<file path="config.mk">
export PLATFORM = sky130hd
export DESIGN_NAME = shake_flip_gesture_detector
export DESIGN_NICKNAME = d
export VERILOG_FILES = /design/src/hdl/sfgd_pkg.sv /design/src/hdl/sfgd_classify.sv /design/src/hdl/sfgd_cell.sv /design/src/hdl/shake_flip_gesture_detector.sv
export SDC_FILE = /design/constraint.sdc
export NUM_CORES = 1
export LEC_CHECK = 0
export BUFFER_PORTS_ARGS = -buffer_cell sky130_fd_sc_hd__buf_2
export CELL_PAD_IN_SITES_DETAIL_PLACEMENT = 0
export CELL_PAD_IN_SITES_GLOBAL_PLACEMENT = 1
export CORE_MARGIN = 4
export CORE_UTILIZATION = 46
export DETAILED_ROUTE_END_ITERATION = 10
export PLACE_DENSITY_LB_ADDON = 0.2
export SYNTH_ARGS = -nofsm -noshare
export SYNTH_HDL_FRONTEND = slang
export SYNTH_HIERARCHICAL = 1
export SYNTH_SLANG_ARGS = --single-unit
</file>
<file path="constraint.sdc">
create_clock -name i_clk -period 6.6 [get_ports i_clk]
set_clock_uncertainty 0.15 [all_clocks]
set_input_delay 1.65 -clock i_clk [delete_from_list [all_inputs] [get_ports i_clk]]
set_output_delay 1.65 -clock i_clk [all_outputs]
set_load 0.05 [all_outputs]
</file>
<file path="src/hdl/sfgd_pkg.sv">
// Package for the shake and flip gesture detector.
// Holds the word types, result codes, register indexes and reset values.
// No dependencies.
`timescale 1ns / 1ps

package sfgd_pkg;

    localparam int unsigned CFG_IDX_W = 2;
    localparam int unsigned CFG_DATA_W = 16;

    localparam logic [CFG_IDX_W-1:0] REG_FLIP_LIMIT = 2'd0;
    localparam logic [CFG_IDX_W-1:0] REG_MOVE_LIMIT = 2'd1;
    localparam logic [CFG_IDX_W-1:0] REG_WINDOW_SECONDS = 2'd2;

    localparam logic [15:0] FLIP_LIMIT_RST = 16'd200;
    localparam logic [15:0] MOVE_LIMIT_RST = 16'd100;
    localparam logic [15:0] WINDOW_SECONDS_RST = 16'd20;

    localparam logic [1:0] MV_NONE = 2'd0;
    localparam logic [1:0] MV_FLIP = 2'd1;
    localparam logic [1:0] MV_UPDOWN = 2'd2;
    localparam logic [1:0] MV_LEFTRIGHT = 2'd3;

    localparam logic [1:0] GS_NONE = 2'd0;
    localparam logic [1:0] GS_FLIP = 2'd1;
    localparam logic [1:0] GS_SHAKE_UPDOWN = 2'd2;
    localparam logic [1:0] GS_SHAKE_LEFTRIGHT = 2'd3;

    localparam logic DIR_UPDOWN = 1'b0;
    localparam logic DIR_LEFTRIGHT = 1'b1;

    typedef struct packed {
        logic signed [15:0] prev_x;
        logic signed [15:0] prev_z;
        logic signed [15:0] curr_x;
        logic signed [15:0] curr_z;
        logic [31:0]        now_seconds;
    } t_in_word;

    typedef struct packed {
        logic [1:0]  movement;
        logic [1:0]  gesture;
        logic [15:0] updown_count;
        logic [15:0] leftright_count;
    } t_out_word;

    typedef struct packed {
        logic       flip;
        logic       moved;
        logic       dir;
        logic [1:0] movement;
    } t_class;

    typedef struct packed {
        logic        valid;
        logic        dir;
        logic [31:0] time_s;
    } t_cell_state;

    typedef struct packed {
        logic shift;
        logic clear;
    } t_cell_ctl;

endpackage

</file>
<file path="src/hdl/sfgd_classify.sv">
// Sample pair classifier of the gesture detector.
// Decides flip, up-down or left-right movement from one input word.
// Depends on sfgd_pkg.
`timescale 1ns / 1ps

module sfgd_classify (
    input  sfgd_pkg::t_in_word i_word,
    input  logic [15:0]        i_flip_limit,
    input  logic [15:0]        i_move_limit,
    output sfgd_pkg::t_class   o_class
);

    logic signed [17:0] w_zsum;
    logic signed [17:0] w_zrise;
    logic signed [17:0] w_xrise;
    logic signed [17:0] w_lim;
    logic [17:0]        w_zsum_abs;
    logic [17:0]        w_zdist;
    logic [17:0]        w_xdist;
    logic               w_flip;
    logic               w_ud;
    logic               w_lr;

    assign w_zsum = $signed({{2{i_word.prev_z[15]}}, i_word.prev_z})
                  + $signed({{2{i_word.curr_z[15]}}, i_word.curr_z});
    assign w_zrise = $signed({{2{i_word.curr_z[15]}}, i_word.curr_z})
                   - $signed({{2{i_word.prev_z[15]}}, i_word.prev_z});
    assign w_xrise = $signed({{2{i_word.curr_x[15]}}, i_word.curr_x})
                   - $signed({{2{i_word.prev_x[15]}}, i_word.prev_x});
    assign w_lim = $signed({2'b00, i_move_limit});

    assign w_zsum_abs = w_zsum[17] ? 18'(-w_zsum) : 18'(w_zsum);
    assign w_zdist = w_zrise[17] ? 18'(-w_zrise) : 18'(w_zrise);
    assign w_xdist = w_xrise[17] ? 18'(-w_xrise) : 18'(w_xrise);

    assign w_flip = (w_zsum_abs <= {2'b00, i_flip_limit});
    assign w_ud = !w_flip && (w_zrise > w_lim) && (w_zdist > w_xdist);
    assign w_lr = !w_flip && !w_ud && (w_xrise > w_lim) && (w_xdist > w_zdist);

    always_comb begin
        o_class.flip = w_flip;
        o_class.moved = w_ud || w_lr;
        o_class.dir = w_lr ? sfgd_pkg::DIR_LEFTRIGHT : sfgd_pkg::DIR_UPDOWN;
        if (w_flip) begin
            o_class.movement = sfgd_pkg::MV_FLIP;
        end else if (w_ud) begin
            o_class.movement = sfgd_pkg::MV_UPDOWN;
        end else if (w_lr) begin
            o_class.movement = sfgd_pkg::MV_LEFTRIGHT;
        end else begin
            o_class.movement = sfgd_pkg::MV_NONE;
        end
    end

endmodule

</file>
<file path="src/hdl/sfgd_cell.sv">
// One entry of the movement history chain.
// Holds direction, time and valid bit, shifts from its neighbor and extends the match chain.
// Depends on sfgd_pkg.
`timescale 1ns / 1ps

module sfgd_cell (
    input  logic                  i_clk,
    input  logic                  i_rst_n,
    input  sfgd_pkg::t_cell_ctl   i_ctl,
    input  sfgd_pkg::t_cell_state i_prev,
    input  logic                  i_dir,
    input  logic                  i_match,
    output sfgd_pkg::t_cell_state o_state,
    output logic                  o_match
);

    logic        r_valid;
    logic        r_dir;
    logic [31:0] r_time;
    logic        n_valid;
    logic        n_dir;
    logic [31:0] n_time;

    always_comb begin
        n_valid = r_valid;
        n_dir = r_dir;
        n_time = r_time;
        if (i_ctl.clear) begin
            n_valid = 1'b0;
            n_dir = 1'b0;
            n_time = '0;
        end else if (i_ctl.shift) begin
            n_valid = i_prev.valid;
            n_dir = i_prev.dir;
            n_time = i_prev.time_s;
        end
    end

    always_ff @(posedge i_clk) begin
        if (!i_rst_n) begin
            r_valid <= 1'b0;
        end else begin
            r_valid <= n_valid;
        end
        r_dir <= n_dir;
        r_time <= n_time;
    end

    assign o_state = '{valid: r_valid, dir: r_dir, time_s: r_time};
    assign o_match = i_match && (r_dir == i_dir);

endmodule

</file>
<file path="src/hdl/shake_flip_gesture_detector.sv">
// Shake and flip gesture detector, top level.
// Uses sfgd_pkg, sfgd_classify and a chain of sfgd_cell history entries.
//
// The input channel (i_valid, o_stall, i_data) takes one word of two
// accelerometer samples and a time stamp per cycle while o_stall is low.
// The output channel (o_valid, i_stall, o_data) returns exactly one result
// word for each input word, in order: the movement of the sample pair, any
// gesture, and both movement counts after this word.
// The configuration port (i_cfg_we, i_cfg_idx, i_cfg_data) writes the flip
// limit, move limit and window registers; writes to an unused index are
// ignored. Write it only while no word is in flight.
// A word accepted on the input is classified into the first stage; as it
// leaves that stage, the history chain is updated and the result is loaded
// into the output register. Throughput is one word per cycle while the
// receiver does not stall, as the history chain updates in the cycle a word
// leaves the first stage, and the gesture check is a short compare chain.
// While the receiver stalls, the output register holds its word, the first
// stage still fills, and o_stall rises only once both stages are full.
// Synchronous reset empties both stages and the history and loads the
// register reset values; the counters return to zero.
`timescale 1ns / 1ps

module shake_flip_gesture_detector #(
    parameter int unsigned HISTORY_DEPTH = 3
) (
    input  logic                                  i_clk,
    input  logic                                  i_rst_n,
    input  logic                                  i_valid,
    output logic                                  o_stall,
    input  sfgd_pkg::t_in_word                    i_data,
    output logic                                  o_valid,
    input  logic                                  i_stall,
    output sfgd_pkg::t_out_word                   o_data,
    input  logic                                  i_cfg_we,
    input  logic [sfgd_pkg::CFG_IDX_W-1:0]        i_cfg_idx,
    input  logic [sfgd_pkg::CFG_DATA_W-1:0]       i_cfg_data
);

    logic [15:0] r_flip_limit;
    logic [15:0] r_move_limit;
    logic [15:0] r_window;

    logic                 r_s1_valid;
    sfgd_pkg::t_class     r_s1_cls;
    logic [31:0]          r_s1_time;
    logic                 r_out_valid;
    sfgd_pkg::t_out_word  r_out;
    sfgd_pkg::t_out_word  n_out;
    logic [15:0]          r_ud_cnt;
    logic [15:0]          r_lr_cnt;
    logic [15:0]          n_ud_cnt;
    logic [15:0]          n_lr_cnt;

    sfgd_pkg::t_class      w_cls;
    sfgd_pkg::t_cell_ctl   w_ctl;
    sfgd_pkg::t_cell_state w_new;
    sfgd_pkg::t_cell_state w_state [HISTORY_DEPTH];
    logic                  w_match [HISTORY_DEPTH];
    logic                  w_out_ready;
    logic                  w_s1_ready;
    logic                  w_s1_adv;
    logic                  w_in_acc;
    logic [31:0]           w_span;
    logic                  w_gesture;

    assign w_out_ready = !r_out_valid || !i_stall;
    assign w_s1_adv = r_s1_valid && w_out_ready;
    assign w_s1_ready = !r_s1_valid || w_out_ready;
    assign w_in_acc = i_valid && w_s1_ready;
    assign o_stall = !w_s1_ready;

    always_ff @(posedge i_clk) begin
        if (!i_rst_n) begin
            r_flip_limit <= sfgd_pkg::FLIP_LIMIT_RST;
            r_move_limit <= sfgd_pkg::MOVE_LIMIT_RST;
            r_window <= sfgd_pkg::WINDOW_SECONDS_RST;
        end else if (i_cfg_we) begin
            case (i_cfg_idx)
                sfgd_pkg::REG_FLIP_LIMIT: begin
                    r_flip_limit <= i_cfg_data;
                end
                sfgd_pkg::REG_MOVE_LIMIT: begin
                    r_move_limit <= i_cfg_data;
                end
                sfgd_pkg::REG_WINDOW_SECONDS: begin
                    r_window <= i_cfg_data;
                end
                default: begin
                end
            endcase
        end
    end

    sfgd_classify u_classify (
        .i_word       (i_data),
        .i_flip_limit (r_flip_limit),
        .i_move_limit (r_move_limit),
        .o_class      (w_cls)
    );

    always_ff @(posedge i_clk) begin
        if (!i_rst_n) begin
            r_s1_valid <= 1'b0;
        end else if (w_s1_ready) begin
            r_s1_valid <= i_valid;
        end
        if (w_in_acc) begin
            r_s1_cls <= w_cls;
            r_s1_time <= i_data.now_seconds;
        end
    end

    assign w_new = '{valid: 1'b1, dir: r_s1_cls.dir, time_s: r_s1_time};

    for (genvar g = 0; g < HISTORY_DEPTH; g++) begin : g_cell
        sfgd_cell u_cell (
            .i_clk   (i_clk),
            .i_rst_n (i_rst_n),
            .i_ctl   (w_ctl),
            .i_prev  ((g == 0) ? w_new : w_state[(g == 0) ? 0 : g - 1]),
            .i_dir   (r_s1_cls.dir),
            .i_match ((g == 0) ? 1'b1 : w_match[(g == 0) ? 0 : g - 1]),
            .o_state (w_state[g]),
            .o_match (w_match[g])
        );
    end

    assign w_span = r_s1_time - w_state[HISTORY_DEPTH-2].time_s;
    assign w_gesture = r_s1_cls.moved && w_state[HISTORY_DEPTH-2].valid
                     && w_match[HISTORY_DEPTH-2] && (w_span <= {16'd0, r_window});

    assign w_ctl.clear = w_s1_adv && (r_s1_cls.flip || w_gesture);
    assign w_ctl.shift = w_s1_adv && r_s1_cls.moved && !w_gesture;

    always_comb begin
        n_ud_cnt = r_ud_cnt;
        n_lr_cnt = r_lr_cnt;
        if (r_s1_cls.movement == sfgd_pkg::MV_UPDOWN) begin
            n_ud_cnt = r_ud_cnt + 16'd1;
        end
        if (r_s1_cls.movement == sfgd_pkg::MV_LEFTRIGHT) begin
            n_lr_cnt = r_lr_cnt + 16'd1;
        end
        n_out.movement = r_s1_cls.movement;
        n_out.updown_count = n_ud_cnt;
        n_out.leftright_count = n_lr_cnt;
        if (r_s1_cls.flip) begin
            n_out.gesture = sfgd_pkg::GS_FLIP;
        end else if (w_gesture) begin
            n_out.gesture = (r_s1_cls.dir == sfgd_pkg::DIR_LEFTRIGHT)
                          ? sfgd_pkg::GS_SHAKE_LEFTRIGHT : sfgd_pkg::GS_SHAKE_UPDOWN;
        end else begin
            n_out.gesture = sfgd_pkg::GS_NONE;
        end
    end

    always_ff @(posedge i_clk) begin
        if (!i_rst_n) begin
            r_out_valid <= 1'b0;
            r_ud_cnt <= '0;
            r_lr_cnt <= '0;
        end else begin
            if (w_out_ready) begin
                r_out_valid <= r_s1_valid;
            end
            if (w_s1_adv) begin
                r_ud_cnt <= n_ud_cnt;
                r_lr_cnt <= n_lr_cnt;
            end
        end
        if (w_s1_adv) begin
            r_out <= n_out;
        end
    end

    assign o_valid = r_out_valid;
    assign o_data = r_out;

endmodule

</file>
==> flow_summary.json <==
{
  "result_of_the_run": "completed",
  "min-delay-start": "r_window[1]$_SDFFE_PN0P_",
  "ctsLongestPathBuffers": 3,
  "met3_wirelength_mm": 1.23,
  "placedInstanceArea_mm2": 0.0177,
  "post_route_cells_drive_above_1_share_pct": 14.9,
  "area_growth_syn_to_layout_pct": 14.6,
  "critPathMaxStageDelay_ns": 0.56,
  "power.static_leakage_nw": 7.81,
  "total_non_filler_cell_area_in_the_finished_layout_mm2": 0.0185,
  "via_count_of_the_first_global_routing_pass": 13100,
  "pin_count_of_the_biggest_net_entering_global_routing": 85,
  "hold_ws_ns": 0.314,
  "clock-root-buffer": "sky130_fd_sc_hd__clkbuf_16",
  "period_needed_ns": 6.22,
  "detail-route-antenna-nets": 0,
  "boundaryPins": 157,
  "grt_setup_unrepaired": "no",
  "replace_congestion": 0.878,
  "fp.dieH_um": 195,
  "worst_slack_ns": 0.384,
  "drt_iter0_drc": 641,
  "worstReg2RegEnd": "g_cell[0].u_cell/r_time[9]$_SDFFE_PP0P_",
  "grt_pass1_wl_mm": 64.4,
  "wl_met1_mm": 18.1,
  "groute.usage.overall_pct": 19.8,
  "worstMarginPinSlew_ns": 1.22,
  "via_count": 13400,
  "hold-path-cell-count": 2,
  "final-max-slew-violation-count": 0,
  "synth.cell_area_mm2": 0.0161,
  "reg2regPathDepth": 22,
  "worst-r2r-setup-slack_ns": 0.71,
  "yosys_warning_count": 6,
  "number_of_antenna_violations_at_the_first_check_in_global_routing": 0,
  "io_buffers": 156,
  "relSlewSlack_pct": 18.2,
  "power.density_cell_area_mw_per_mm2": 287,
  "critical_path_peak_fanout": 5,
  "clock_latency_ns": 0.54,
  "htreeDepth": 1,
  "route.detailed.drc": 0,
  "cp.arrival_ns": 6.42,
  "drt_pass1_iterations": 5,
  "hold_class": "flop to flop",
  "ordered_cell_list_for_the_critical_path": "buf_2 > inv_1 > ha_1 > inv_1 > fa_1 > a211oi_1 > o21bai_1 > a21oi_1 > xnor2_1 > or4_1 > nor2_1 > buf_4 > nor2_1 > xnor2_1 > ha_1 > a21o_1 > a21o_1 > a21oi_1 > nor3_1 > a2111oi_2 > buf_4 > o21ai_0 > or4_1 > a22oi_1",
  "core.rowCount": 68,
  "dp.final_hpwl_mm": 30.8,
  "place_worst_setup_slack_ns": -0.493,
  "routedWlPerCell_um": 15.6,
  "finalHoldViolCount": 0,
  "timing.final.crit_share_pct": 94.2,
  "cts_buffers": 25,
  "top_routing_layer_in_use": "met4",
  "timing.critical_path.required_ns": 6.80,
  "path_class": "primary input to flop",
  "avgViaCountPerCell": 5.34,
  "clkSlewWorstSetupHoldPaths_ns": 0.06,
  "timing.critical_path.to_type": "flop",
  "met2WireLength_mm": 18.9,
  "cts_tree": "built",
  "cp_slowest_cell": "sky130_fd_sc_hd__or4_1",
  "fp.dieArea_mm2": 0.0382,
  "number_of_hold_buffers_added_after_cts": 0,
  "initial_core_util_pct": 46.7,
  "irDropWorstVdd_v": 0.000229,
  "insertedDiodeCount": 0,
  "setup_viol": 0,
  "drt_wl_total_mm": 39.2,
  "grt_remaining_overflow": 0,
  "clock-sinks": 223,
  "fmax_mhz": 161,
  "fp.dieW_um": 195,
  "cts_setup_buffers": 0,
  "core_area_mm2": 0.0345,
  "min_to": "r_window[1]$_SDFFE_PN0P_",
  "start_kind": "primary input",
  "reg2reg_from": "r_s1_time[0]$_DFFE_PP_",
  "timing.max_cap.violations": 0,
  "post_synthesis_area_per_instance_um2": 8.74,
  "synthesized_instance_count": 1848,
  "total_nets_final": 2326
}
## where the power goes
part | internal, W | switching (W)
Combinational | 0.000959 | 0.00129
Clock | 0.000789 | 0.000551
Sequential | 0.00162 | 0.000107
## cell type report
type	instances	area, µm²
Clock buffer	39	759
Clock inverter	7	38.8
Fill cell	3312	16000
Inverter	149	559
Multi-Input combinational cell	1408	10000
Sequential cell	223	5190
Tap cell	455	569
Timing Repair Buffer	230	1360
## repair_timing
| item | in CTS | in global routing |
|---|---|---|
| setup endpoints to repair | 0 | 4 |
| endpoints found under the hold margin | 0 | 0 |
| gates resized for setup | 0 | 5 |
## metal layers
metal  GRT usage, %  vias up
li1               -     6874
met1           25.9     6247
met2           35.0      236
met3           1.86       64
met4           5.61        0
met5              0        -
## layout by cell type (no fill, tap or decap), types with 9 or more instances in the layout
cell and n:
sky130_fd_sc_hd__or4_1 9, sky130_fd_sc_hd__buf_4 72, sky130_fd_sc_hd__nand2_1 184, sky130_fd_sc_hd__nand3_1 39, sky130_fd_sc_hd__inv_1 145, sky130_fd_sc_hd__and3_1 17, sky130_fd_sc_hd__a31oi_1 14, sky130_fd_sc_hd__buf_2 156
sky130_fd_sc_hd__nor3_1 30, sky130_fd_sc_hd__edfxtp_1 73, sky130_fd_sc_hd__o21a_1 27, sky130_fd_sc_hd__xor2_1 58, sky130_fd_sc_hd__nor2_1 162, sky130_fd_sc_hd__o21ai_0 61, sky130_fd_sc_hd__mux2i_1 70, sky130_fd_sc_hd__nor4_1 16
sky130_fd_sc_hd__o21bai_1 10, sky130_fd_sc_hd__and2_1 28, sky130_fd_sc_hd__a21boi_0 46, sky130_fd_sc_hd__o31ai_1 9, sky130_fd_sc_hd__o211ai_1 18, sky130_fd_sc_hd__clkbuf_16 26, sky130_fd_sc_hd__xnor2_1 93, sky130_fd_sc_hd__or3_1 15
sky130_fd_sc_hd__a21oi_1 100, sky130_fd_sc_hd__a21o_1 25, sky130_fd_sc_hd__dfxtp_1 150, sky130_fd_sc_hd__o21ai_1 10, sky130_fd_sc_hd__nand4_1 28, sky130_fd_sc_hd__nor2b_1 24, sky130_fd_sc_hd__nand2b_1 19, sky130_fd_sc_hd__ha_1 166
## state kept, by name (all words and copies together), names as in the netlist, 2 cells and up
| name | cells |
|---|---|
| g_cell.u_cell/r_time | 64 |
| o_data | 36 |
| r_s1_time | 32 |
| r_flip_limit | 16 |
| r_lr_cnt | 16 |
| r_move_limit | 16 |
| r_ud_cnt | 16 |
| r_window | 16 |
| r_s1_cls | 3 |
| g_cell.u_cell/r_dir | 2 |
| g_cell.u_cell/r_valid | 2 |
| n_out | 2 |
## worst max-delay path: cells and delay by family
kind / cells / cell delay [ns]
adder cells (fa/ha/maj): 3 / 0.86
AND/OR/NAND/NOR: 5 / 1.31
buffers and inverters: 5 / 0.50
AO/OA/AOI/OAI: 9 / 1.78
XOR/XNOR: 2 / 0.31
## through the flow
| step | total power, W | utilization [%] | TNS [ns] | instances |
|---|---|---|---|---|
| 2_1_floorplan | 0.00340 | - | 0 | 1849 |
| 3_3_place_gp | 0.00392 | 51.2 | -0.836 | 2465 |
| 3_5_place_dp | 0.00399 | 51.2 | -1.72 | 2465 |
| 4_1_cts | 0.00535 | 53.5 | 0 | 2511 |
| 5_1_grt | 0.00572 | 53.5 | 0 | 2511 |
| 6_report | 0.00532 | 53.5 | 0 | 2511 |
## worst max path at each step
| stage | start | endpoint | slack, ns | depth (start not counted) |
|---|---|---|---|---|
| after floorplan | i_data[48] | n_out[35]$_DFFE_PP_ | 0.40 | 22 |
| after global placement | i_data[48] | n_out[35]$_DFFE_PP_ | -0.26 | 23 |
| after detailed placement | i_data[48] | r_s1_cls[3]$_DFFE_PP_ | -0.49 | 23 |
| after CTS | i_data[48] | n_out[35]$_DFFE_PP_ | 0.03 | 23 |
| after global routing | i_data[48] | n_out[35]$_DFFE_PP_ | 0.04 | 23 |
| final | i_data[48] | n_out[35]$_DFFE_PP_ | 0.38 | 24 |
(Power assumes the default switching activity.)
